$ cat src/rtl/bdv_pkg.sv
package bdv_pkg;

    localparam int MAX_DEPTH_DEF   = 12;
    localparam int OFFSET_BITS_DEF = 32;

    typedef struct packed {
        logic [7:0] data_byte;
        logic       last_byte;
    } bdv_in_t;

    typedef struct packed {
        logic [1:0]  verdict;
        logic [31:0] fail_offset;
        logic [3:0]  nest_level;
    } bdv_out_t;

    typedef enum logic [3:0] {
        PH_ROOT_LEN = 4'd0,
        PH_TYPE     = 4'd1,
        PH_KEY      = 4'd2,
        PH_SKIP     = 4'd3,
        PH_BOOL     = 4'd4,
        PH_STR_LEN  = 4'd5,
        PH_STR_DATA = 4'd6,
        PH_BIN_LEN  = 4'd7,
        PH_BIN_SUB  = 4'd8,
        PH_RX1      = 4'd9,
        PH_RX2      = 4'd10,
        PH_DOC_LEN  = 4'd11,
        PH_CWS_LEN  = 4'd12,
        PH_DONE     = 4'd13
    } phase_t;

    localparam logic [1:0] VERDICT_PENDING = 2'd0;
    localparam logic [1:0] VERDICT_OK      = 2'd1;
    localparam logic [1:0] VERDICT_BAD     = 2'd2;

    localparam logic [7:0] T_DOUBLE = 8'h01;
    localparam logic [7:0] T_STRING = 8'h02;
    localparam logic [7:0] T_DOC    = 8'h03;
    localparam logic [7:0] T_ARRAY  = 8'h04;
    localparam logic [7:0] T_BIN    = 8'h05;
    localparam logic [7:0] T_UNDEF  = 8'h06;
    localparam logic [7:0] T_OID    = 8'h07;
    localparam logic [7:0] T_BOOL   = 8'h08;
    localparam logic [7:0] T_DATE   = 8'h09;
    localparam logic [7:0] T_NULL   = 8'h0A;
    localparam logic [7:0] T_REGEX  = 8'h0B;
    localparam logic [7:0] T_DBPTR  = 8'h0C;
    localparam logic [7:0] T_CODE   = 8'h0D;
    localparam logic [7:0] T_SYM    = 8'h0E;
    localparam logic [7:0] T_CWS    = 8'h0F;
    localparam logic [7:0] T_INT32  = 8'h10;
    localparam logic [7:0] T_TS     = 8'h11;
    localparam logic [7:0] T_INT64  = 8'h12;
    localparam logic [7:0] T_DEC128 = 8'h13;
    localparam logic [7:0] T_MAXKEY = 8'h7F;
    localparam logic [7:0] T_MINKEY = 8'hFF;

    // stack entry: end offset, array flag, array index
    typedef struct packed {
        logic [31:0] lend;
        logic        is_array;
        logic [31:0] aidx;
    } level_t;

    typedef struct packed {
        logic         we;
        logic [4:0]   waddr;
        level_t       wdata;
        logic [4:0]   raddr;
    } stk_req_t;

endpackage

$ cat src/rtl/bson_document_validator.sv
// The verdict for each accepted byte is registered into the output register.
// Throughput: one byte per cycle while the output is not stalled; the level stack sits in a
// memory whose read on a document close is hidden by a top-of-stack register.
// Reset: rst_n asynchronous, active low; clears control state, no output pending.
module bson_document_validator #(
    parameter int MAX_DEPTH   = bdv_pkg::MAX_DEPTH_DEF,
    parameter int OFFSET_BITS = bdv_pkg::OFFSET_BITS_DEF
) (
    input  logic              clk,
    input  logic              rst_n,
    input  logic              in_valid,
    output logic              in_stall,
    input  bdv_pkg::bdv_in_t  in_data,
    output logic              out_valid,
    input  logic              out_stall,
    output bdv_pkg::bdv_out_t out_data
);
    import bdv_pkg::*;

    logic     step;
    bdv_out_t res;
    stk_req_t sreq;
    level_t   srd;

    assign in_stall = out_valid && out_stall;
    assign step = in_valid && !in_stall;

    bdv_stack #(.MAX_DEPTH(MAX_DEPTH)) u_stack (
        .clk   (clk),
        .req   (sreq),
        .rdata (srd)
    );

    bdv_core #(.MAX_DEPTH(MAX_DEPTH), .OFFSET_BITS(OFFSET_BITS)) u_core (
        .clk   (clk),
        .rst_n (rst_n),
        .step  (step),
        .din   (in_data),
        .dout  (res),
        .sreq  (sreq),
        .srd   (srd)
    );

    always_ff @(posedge clk or negedge rst_n)
    begin
        if (!rst_n)
        begin
            out_valid <= 1'b0;
        end
        else if (!in_stall)
        begin
            out_valid <= step;
        end
    end

    always_ff @(posedge clk)
    begin
        if (step)
        begin
            out_data <= res;
        end
    end

    a_hold: assert property (@(posedge clk) disable iff (!rst_n)
        out_valid && out_stall |=> out_valid && $stable(out_data))
        else $error("result changed under stall");
    a_code: assert property (@(posedge clk) disable iff (!rst_n)
        out_valid |-> out_data.verdict != 2'd3)
        else $error("bad verdict code");
    a_off: assert property (@(posedge clk) disable iff (!rst_n)
        out_valid && out_data.verdict != VERDICT_BAD |-> out_data.fail_offset == 32'd0)
        else $error("offset without failure");

endmodule

$ cat src/rtl/bdv_stack.sv
module bdv_stack #(
    parameter int MAX_DEPTH = bdv_pkg::MAX_DEPTH_DEF
) (
    input  logic              clk,
    input  bdv_pkg::stk_req_t req,
    output bdv_pkg::level_t   rdata
);
    import bdv_pkg::*;

    localparam int AW = (MAX_DEPTH > 1) ? $clog2(MAX_DEPTH) : 1;

    level_t mem [MAX_DEPTH];

    always_ff @(posedge clk)
    begin
        if (req.we)
        begin
            mem[req.waddr[AW-1:0]] <= req.wdata;
        end
        rdata <= mem[req.raddr[AW-1:0]];
    end

endmodule

$ cat src/rtl/bdv_core.sv
module bdv_core #(
    parameter int MAX_DEPTH   = bdv_pkg::MAX_DEPTH_DEF,
    parameter int OFFSET_BITS = bdv_pkg::OFFSET_BITS_DEF
) (
    input  logic              clk,
    input  logic              rst_n,
    input  logic              step,
    input  bdv_pkg::bdv_in_t  din,
    output bdv_pkg::bdv_out_t dout,
    output bdv_pkg::stk_req_t sreq,
    input  bdv_pkg::level_t   srd
);
    import bdv_pkg::*;

    localparam logic [32:0] OFF_MAX = 33'((64'd1 << OFFSET_BITS) - 64'd1);

    // top-of-stack cache; memory holds entries below it
    level_t      top_reg, top_next;
    logic [5:0]  cnt_reg, cnt_next;
    logic        pend_reg, pend_next;
    phase_t      ph_reg, ph_next;
    logic [7:0]  ty_reg, ty_next;
    logic [31:0] gath_reg, gath_next;
    logic [31:0] left_reg, left_next;
    logic [33:0] key_reg, key_next;
    logic [31:0] scope_reg, scope_next;
    logic        fail_reg, fail_next;
    logic [31:0] pos_reg, pos_next;

    level_t      top;
    logic [32:0] p, lim, len, endv;
    logic [31:0] g;
    logic        f;
    logic [35:0] kv;
    logic [1:0]  sh;
    logic [1:0]  verd;

    always_comb
    begin
        top = pend_reg ? srd : top_reg;
        top_next = top;
        cnt_next = cnt_reg;
        pend_next = 1'b0;
        ph_next = ph_reg;
        ty_next = ty_reg;
        gath_next = gath_reg;
        left_next = left_reg;
        key_next = key_reg;
        scope_next = scope_reg;
        fail_next = fail_reg;
        pos_next = pos_reg;
        sreq = '0;
        p = {1'b0, pos_reg};
        lim = {1'b0, top.lend} - 33'd1;
        len = '0;
        endv = '0;
        g = gath_reg;
        f = 1'b0;
        kv = '0;
        sh = '0;
        verd = VERDICT_PENDING;
        if (step)
        begin
            if (!fail_reg)
            begin
                if (ph_reg != PH_ROOT_LEN && ph_reg != PH_DONE && cnt_reg == 6'd0)
                begin
                    f = 1'b1;
                end
                else
                begin
                    case (ph_reg)
                        PH_ROOT_LEN, PH_DOC_LEN, PH_CWS_LEN, PH_STR_LEN, PH_BIN_LEN:
                        begin
                            if (left_reg == 32'd0 || left_reg > 32'd4)
                            begin
                                f = 1'b1;
                            end
                            else
                            begin
                                sh = 2'(3'd4 - left_reg[2:0]);
                                g = gath_reg | (32'(din.data_byte) << {sh, 3'b000});
                                gath_next = g;
                                left_next = left_reg - 32'd1;
                                if (left_reg == 32'd1)
                                begin
                                    len = {1'b0, g};
                                    if (g[31])
                                    begin
                                        f = 1'b1;
                                    end
                                    else
                                    begin
                                        case (ph_reg)
                                            PH_ROOT_LEN:
                                            begin
                                                if (len < 33'd5 || len - 33'd1 > OFF_MAX)
                                                begin
                                                    f = 1'b1;
                                                end
                                                else if (cnt_reg >= 6'(MAX_DEPTH))
                                                begin
                                                    f = 1'b1;
                                                end
                                                else
                                                begin
                                                    top_next = '{lend: g, is_array: 1'b0,
                                                                 aidx: 32'd0};
                                                    cnt_next = cnt_reg + 6'd1;
                                                    ph_next = PH_TYPE;
                                                end
                                            end
                                            PH_DOC_LEN:
                                            begin
                                                endv = p - 33'd3 + len;
                                                if (len < 33'd5)
                                                begin
                                                    f = 1'b1;
                                                end
                                                else if (ty_reg == T_CWS ?
                                                         endv != {1'b0, scope_reg} :
                                                         endv > lim)
                                                begin
                                                    f = 1'b1;
                                                end
                                                else if (cnt_reg >= 6'(MAX_DEPTH))
                                                begin
                                                    f = 1'b1;
                                                end
                                                else
                                                begin
                                                    sreq.we = 1'b1;
                                                    sreq.waddr = 5'(cnt_reg - 6'd1);
                                                    sreq.wdata = top;
                                                    top_next = '{lend: endv[31:0],
                                                        is_array: (ty_reg == T_ARRAY),
                                                        aidx: 32'd0};
                                                    cnt_next = cnt_reg + 6'd1;
                                                    ph_next = PH_TYPE;
                                                end
                                            end
                                            PH_CWS_LEN:
                                            begin
                                                endv = p - 33'd3 + len;
                                                if (len < 33'd14 || endv > lim)
                                                begin
                                                    f = 1'b1;
                                                end
                                                else
                                                begin
                                                    scope_next = endv[31:0];
                                                    ph_next = PH_STR_LEN;
                                                    gath_next = '0;
                                                    left_next = 32'd4;
                                                end
                                            end
                                            PH_STR_LEN:
                                            begin
                                                endv = p + 33'd1 + len;
                                                if (len < 33'd1)
                                                begin
                                                    f = 1'b1;
                                                end
                                                else if (ty_reg == T_CWS)
                                                begin
                                                    f = endv > {1'b0, scope_reg};
                                                end
                                                else if (ty_reg == T_DBPTR)
                                                begin
                                                    f = {1'b0, endv} + 34'd12 > {1'b0, lim};
                                                end
                                                else
                                                begin
                                                    f = endv > lim;
                                                end
                                                if (!f)
                                                begin
                                                    left_next = g;
                                                    ph_next = PH_STR_DATA;
                                                end
                                            end
                                            default:
                                            begin
                                                if ({1'b0, p + 33'd2} + {1'b0, len} >
                                                    {1'b0, lim})
                                                begin
                                                    f = 1'b1;
                                                end
                                                else
                                                begin
                                                    ph_next = PH_BIN_SUB;
                                                end
                                            end
                                        endcase
                                    end
                                end
                            end
                        end
                        PH_TYPE:
                        begin
                            if (p >= lim)
                            begin
                                if (p != lim || din.data_byte != 8'd0)
                                begin
                                    f = 1'b1;
                                end
                                else
                                begin
                                    cnt_next = cnt_reg - 6'd1;
                                    if (cnt_reg == 6'd1)
                                    begin
                                        ph_next = PH_DONE;
                                    end
                                    else
                                    begin
                                        sreq.raddr = 5'(cnt_reg - 6'd2);
                                        pend_next = 1'b1;
                                    end
                                end
                            end
                            else if (!((din.data_byte >= T_DOUBLE && din.data_byte <= T_DEC128)
                                       || din.data_byte == T_MAXKEY
                                       || din.data_byte == T_MINKEY))
                            begin
                                f = 1'b1;
                            end
                            else
                            begin
                                ty_next = din.data_byte;
                                key_next = '0;
                                ph_next = PH_KEY;
                            end
                        end
                        PH_KEY:
                        begin
                            if (p >= lim)
                            begin
                                f = 1'b1;
                            end
                            else if (din.data_byte != 8'd0)
                            begin
                                if (top.is_array)
                                begin
                                    if (din.data_byte < 8'h30 || din.data_byte > 8'h39 ||
                                        (key_reg[33] && key_reg[31:0] == 32'd0))
                                    begin
                                        key_next[32] = 1'b1;
                                    end
                                    else
                                    begin
                                        kv = {4'd0, key_reg[31:0]} * 36'd10 +
                                             36'(din.data_byte - 8'h30);
                                        key_next = {1'b1, key_reg[32] | (kv[35:32] != 4'd0),
                                                    kv[31:0]};
                                    end
                                end
                            end
                            else
                            begin
                                if (top.is_array &&
                                    (key_reg[32] || !key_reg[33] || key_reg[31:0] != top.aidx))
                                begin
                                    f = 1'b1;
                                end
                                else
                                begin
                                    if (top.is_array)
                                    begin
                                        top_next.aidx = top.aidx + 32'd1;
                                    end
                                    len = 33'd0;
                                    ph_next = PH_TYPE;
                                    case (ty_reg)
                                        T_DOUBLE, T_DATE, T_TS, T_INT64:
                                        begin
                                            len = 33'd8; ph_next = PH_SKIP;
                                        end
                                        T_OID:
                                        begin
                                            len = 33'd12; ph_next = PH_SKIP;
                                        end
                                        T_INT32:
                                        begin
                                            len = 33'd4; ph_next = PH_SKIP;
                                        end
                                        T_DEC128:
                                        begin
                                            len = 33'd16; ph_next = PH_SKIP;
                                        end
                                        T_BOOL:
                                        begin
                                            len = 33'd1; ph_next = PH_BOOL;
                                        end
                                        T_STRING, T_CODE, T_SYM:
                                        begin
                                            len = 33'd5; ph_next = PH_STR_LEN;
                                        end
                                        T_DBPTR:
                                        begin
                                            len = 33'd17; ph_next = PH_STR_LEN;
                                        end
                                        T_DOC, T_ARRAY:
                                        begin
                                            len = 33'd5; ph_next = PH_DOC_LEN;
                                        end
                                        T_BIN:
                                        begin
                                            len = 33'd5; ph_next = PH_BIN_LEN;
                                        end
                                        T_REGEX:
                                        begin
                                            len = 33'd2; ph_next = PH_RX1;
                                        end
                                        T_CWS:
                                        begin
                                            len = 33'd14; ph_next = PH_CWS_LEN;
                                        end
                                        default:
                                        begin
                                            len = 33'd0; ph_next = PH_TYPE;
                                        end
                                    endcase
                                    if ({1'b0, p + 33'd1} + {1'b0, len} > {1'b0, lim})
                                    begin
                                        f = 1'b1;
                                    end
                                    left_next = (ph_next == PH_SKIP) ? len[31:0] : 32'd4;
                                    gath_next = '0;
                                end
                            end
                        end
                        PH_SKIP:
                        begin
                            if (left_reg <= 32'd1)
                            begin
                                left_next = '0;
                                ph_next = PH_TYPE;
                            end
                            else
                            begin
                                left_next = left_reg - 32'd1;
                            end
                        end
                        PH_BOOL:
                        begin
                            if (din.data_byte > 8'd1)
                            begin
                                f = 1'b1;
                            end
                            else
                            begin
                                ph_next = PH_TYPE;
                            end
                        end
                        PH_STR_DATA:
                        begin
                            if (left_reg != 32'd0)
                            begin
                                left_next = left_reg - 32'd1;
                            end
                            if (left_reg <= 32'd1)
                            begin
                                if (din.data_byte != 8'd0)
                                begin
                                    f = 1'b1;
                                end
                                else if (ty_reg == T_DBPTR)
                                begin
                                    ph_next = PH_SKIP; left_next = 32'd12;
                                end
                                else if (ty_reg == T_CWS)
                                begin
                                    ph_next = PH_DOC_LEN; left_next = 32'd4;
                                    gath_next = '0;
                                end
                                else
                                begin
                                    ph_next = PH_TYPE;
                                end
                            end
                        end
                        PH_BIN_SUB:
                        begin
                            if (gath_reg == 32'd0)
                            begin
                                ph_next = PH_TYPE;
                            end
                            else
                            begin
                                ph_next = PH_SKIP; left_next = gath_reg;
                            end
                        end
                        PH_RX1, PH_RX2:
                        begin
                            if (p >= lim)
                            begin
                                f = 1'b1;
                            end
                            else if (din.data_byte == 8'd0)
                            begin
                                ph_next = (ph_reg == PH_RX1) ? PH_RX2 : PH_TYPE;
                            end
                        end
                        default:
                        begin
                            f = 1'b1;
                        end
                    endcase
                end
                if (f)
                begin
                    // failed step: keep stack state of the prior cycle
                    sreq.we = 1'b0;
                    pend_next = pend_reg;
                    top_next = top_reg;
                    cnt_next = cnt_reg;
                end
                if (!f && din.last_byte && ph_next != PH_DONE)
                begin
                    f = 1'b1;
                end
                fail_next = f;
                if (!f)
                begin
                    if (p + 33'd1 <= OFF_MAX)
                    begin
                        pos_next = pos_reg + 32'd1;
                    end
                    if (din.last_byte)
                    begin
                        verd = VERDICT_OK;
                    end
                end
                else
                begin
                    verd = VERDICT_BAD;
                end
            end
            else
            begin
                verd = VERDICT_BAD;
                pend_next = pend_reg;
            end
            dout.verdict = verd;
            dout.fail_offset = fail_next ? pos_next : 32'd0;
            dout.nest_level = cnt_next[3:0];
            if (din.last_byte)
            begin
                pos_next = '0;
                cnt_next = '0;
                ph_next = PH_ROOT_LEN;
                ty_next = '0;
                gath_next = '0;
                left_next = 32'd4;
                key_next = '0;
                scope_next = '0;
                fail_next = 1'b0;
                pend_next = 1'b0;
            end
        end
        else
        begin
            dout = '0;
        end
        if (pend_reg && !pend_next)
        begin
            top_next = step ? top_next : srd;
        end
        if (pend_next && pend_reg)
        begin
            top_next = top;
        end
    end

    always_ff @(posedge clk or negedge rst_n)
    begin
        if (!rst_n)
        begin
            cnt_reg <= '0;
            pend_reg <= 1'b0;
            ph_reg <= PH_ROOT_LEN;
            ty_reg <= '0;
            gath_reg <= '0;
            left_reg <= 32'd4;
            key_reg <= '0;
            scope_reg <= '0;
            fail_reg <= 1'b0;
            pos_reg <= '0;
        end
        else
        begin
            cnt_reg <= cnt_next;
            pend_reg <= pend_next;
            ph_reg <= ph_next;
            ty_reg <= ty_next;
            gath_reg <= gath_next;
            left_reg <= left_next;
            key_reg <= key_next;
            scope_reg <= scope_next;
            fail_reg <= fail_next;
            pos_reg <= pos_next;
        end
    end

    always_ff @(posedge clk)
    begin
        top_reg <= top_next;
    end

endmodule
$ cat config.mk
export PLATFORM = sky130hd
export DESIGN_NAME = bson_document_validator
export DESIGN_NICKNAME = d
export VERILOG_FILES = /design/src/rtl/bdv_pkg.sv /design/src/rtl/bson_document_validator.sv /design/src/rtl/bdv_stack.sv /design/src/rtl/bdv_core.sv
export SDC_FILE = /design/constraint.sdc
export NUM_CORES = 2
export LEC_CHECK = 0
export ABC_AREA = 1
export BUFFER_PORTS_ARGS = -buffer_cell sky130_fd_sc_hd__buf_2
export CAP_MARGIN = 10
export CORE_MARGIN = 5
export CORE_UTILIZATION = 58
export CTS_CLUSTER_DIAMETER = 100
export CTS_CLUSTER_SIZE = 12
export DETAILED_ROUTE_END_ITERATION = 12
export PLACE_DENSITY = 0.74
export SYNTH_ARGS = -nofsm -noshare
export SYNTH_HDL_FRONTEND = slang
export SYNTH_SLANG_ARGS = --single-unit
$ cat constraint.sdc
create_clock -name clk -period 12.42 [get_ports clk]
set_input_delay 0.621 -clock clk [delete_from_list [all_inputs] [get_ports clk]]
set_output_delay 0.621 -clock clk [all_outputs]
set_load 0.05 [all_outputs]
==> results.cfg <==
[run_status]
status = finished, final reports clean

[critical_path]
path_max_fanout = 68
cp.depth = 46
path_common_cell = nand2_1
crit_path_start = u_core.left_reg[0]
cp-end-kind = flop
ff2ff_path_depth = 46
cp_slowest_cell = dfrtp_1
regToRegStartpoint = u_core.left_reg[0]
crit_type = reg2reg
rrSetupSlack_ps = 1340
start_kind = flop
rr_endpoint = u_core.top_reg[63]
path_buf_inv = 6
path_delay_family = simple AND/OR/NAND/NOR gates
crit_end = u_core.top_reg[63]
arrival_ps = 11730
required_ps = 13060
critPathMaxStageDelay_ps = 610

[timing]
period_needed_ps = 11080
slew_headroom_pct = 16.4
fin_tns_setup_ps = 0
period_share_pct = 89.2
clock_skew_ps = 88.9
timing_worst_slew_pin_value_ps = 1250
fmax_mhz = 90.2
timing_hold_violations_final = 0
rsz0062_at_grt = no
final-setup-viol-count = 0
slew_viol_final = 0

[floorplan]
rows = 132
die_x_um = 370
dieHeight_um = 370
core_area_mm2 = 0.129
pin_count = 53
die_area_mm2 = 0.137
initial_core_util_pct = 58.2

[route]
drt_iter0_drc = 9237
routed_wl_um = 276000
dr.pass1.iters = 10
antenna_left = 0
wire_per_inst_um = 26.1
drt-vias-per-instance = 6.41
remaining_drc_errors = 0
vias = 67776

[placed_design]
gp_congestion = 1.05
io_buffers = 52
dp_hpwl_um = 200000

[yosys]
async_reset_ff_share_pct = 16.2
synth_cells = 8788
ys_ff_latch = 1131
synth_ff_type = edfxtp_1
synth_edf_count = 818
synth_cell_types = 76
ys_seq_area_share_pct = 42.1
syn-cell-area_mm2 = 0.0753
ys_warn_count = 0
syn_nets = 9320
synth.avg_cell_area_um2 = 8.57

[finish]
largest_register_ffs = 780
syn_to_final_growth_pct = 7.49
nets = 9276
drive_above_1_share_pct = 10.3

[global_routing]
grt_pass1_vias = 64229
gr-usage-all-layers_pct = 39.2
grt_max_degree = 165
grt_overflow_total = 0
antenna_found_initial = 7
grt_pass1_wl_um = 408000

[run]
cap_viol_max_count = 0

[cts]
numCtsBuffers = 107
cts.sinks = 1131
cts_tree = done
worstSkewPairLatency_ps = 800
post_cts_buffers = 0
htree_levels = 3
cts.clk_slew.worst_paths_ps = 70
clk_path_buf_depth = 3
cts-root-buf = clkbuf_16

[hold_path]
min_from = out_stall
hold_class = in2reg
[worst min-delay path, stage by stage]
cell and delay (ps):
buf_2 70, nand2_1 50, nand2_1 50
[cell type report]
class	instances	area [µm²]
inverters	931	3500
repair buffers	200	1600
fillers	10955	48400
clock inverters	14	293
clock buffers	187	2980
well taps	1742	2180
flip-flops and latches	1131	31800
multi-input cells	6373	38700
diodes	3	7.51
[routing by layer]
metal	global-route usage, %	vias up	routed length (µm)
li1	-	30586	-
met1	50.9	32317	106000
met2	62.2	4055	125000
met3	7.43	814	26900
met4	21.1	4	17900
met5	0	-	23
[cell families (layout without fill, tap and decap cells)]
family	after synthesis	after routing	synth area share (%)
xor gates and xnor gates	276	276	3.29
DFF	1131	1131	42.1
adders and majority gates	519	519	8.68
muxes	293	293	4.38
and+or+nand+nor	3570	3570	20.8
AOI/OAI and AO/OA	1715	1715	13.8
other	0	3	0
buffers and inverters	1284	1332	6.84
[how the worst min path moves through the flow]
stage | slack (ps) | cells past startpoint | end
floorplan | 330 | 0 | out_valid
global placement | 470 | 2 | out_valid
detailed placement | 480 | 2 | out_valid
CTS | 20 | 3 | out_valid
global route | 80 | 3 | out_valid
finish | 60 | 3 | out_valid
[cell usage in the layout (no fill, tap or decap), types with 95 or more instances in the layout]
master and instances:
a21oi_1 652, buf_4 130, clkbuf_16 107, dfrtp_1 180
dfxtp_1 130, edfxtp_1 818, ha_1 513, inv_1 901
mux2_2 290, nand2_1 1783, nand3_1 559, nand4_1 164
nor2_1 652, nor3_1 122, o2111ai_1 96, o21ai_0 350
o21ai_2 95, o22ai_1 97, xor2_1 218
[synth_stat cells (23+ instances only)]
library cell  instances  area share [%]
o22ai_1              97            0.81
nand3_1             560             3.7
nor3_1              124            0.82
o21ai_0             351             2.3
nand3_2              53            0.70
xor2_1              218             2.5
nor4_1               65            0.54
edfxtp_1            818              33
o21ai_2              89             1.0
a211oi_1             70            0.70
mux2_2              290             4.3
inv_1               905             4.5
a21oi_1             654             4.3
a31oi_1              66            0.55
nand4_1             164             1.4
nand3b_1             51            0.51
buf_1                23            0.11
o2111ai_1            96             1.1
a21o_1               36            0.36
ha_1                513             8.5
xnor2_1              52            0.60
dfrtp_1             182             6.0
dfxtp_1             130             3.5
or2_2                40            0.33
a22oi_1              31            0.31
nand2_1            1785             8.9
nor2_1              672             3.3
o21ai_1              64            0.43
buf_2                73            0.49
clkbuf_1            223             1.1
o211ai_1             32            0.32
[through the flow]
stage	setup slack [ps]	cell area, µm²	instances	utilization (%)	hold WS, ps
floorplan	2530	75300	8788	-	325
global placement	1970	77600	10374	60.0	466
detailed placement	1730	77600	10374	60.0	480
CTS	1630	80900	10576	62.6	20.1
global route	587	81000	10578	62.6	78.2
finish	1340	81000	10581	62.6	58.8
[what timing repair did]
action,4_1_cts,5_1_grt
gates resized for setup,0,0
hold buffers,1,0
setup endpoints to repair,0,0
hold endpoints to repair,56,0
Power is left out: the tool's default activity adds up to more than one toggle a clock period on the data nets, which glitch-free logic cannot reach.
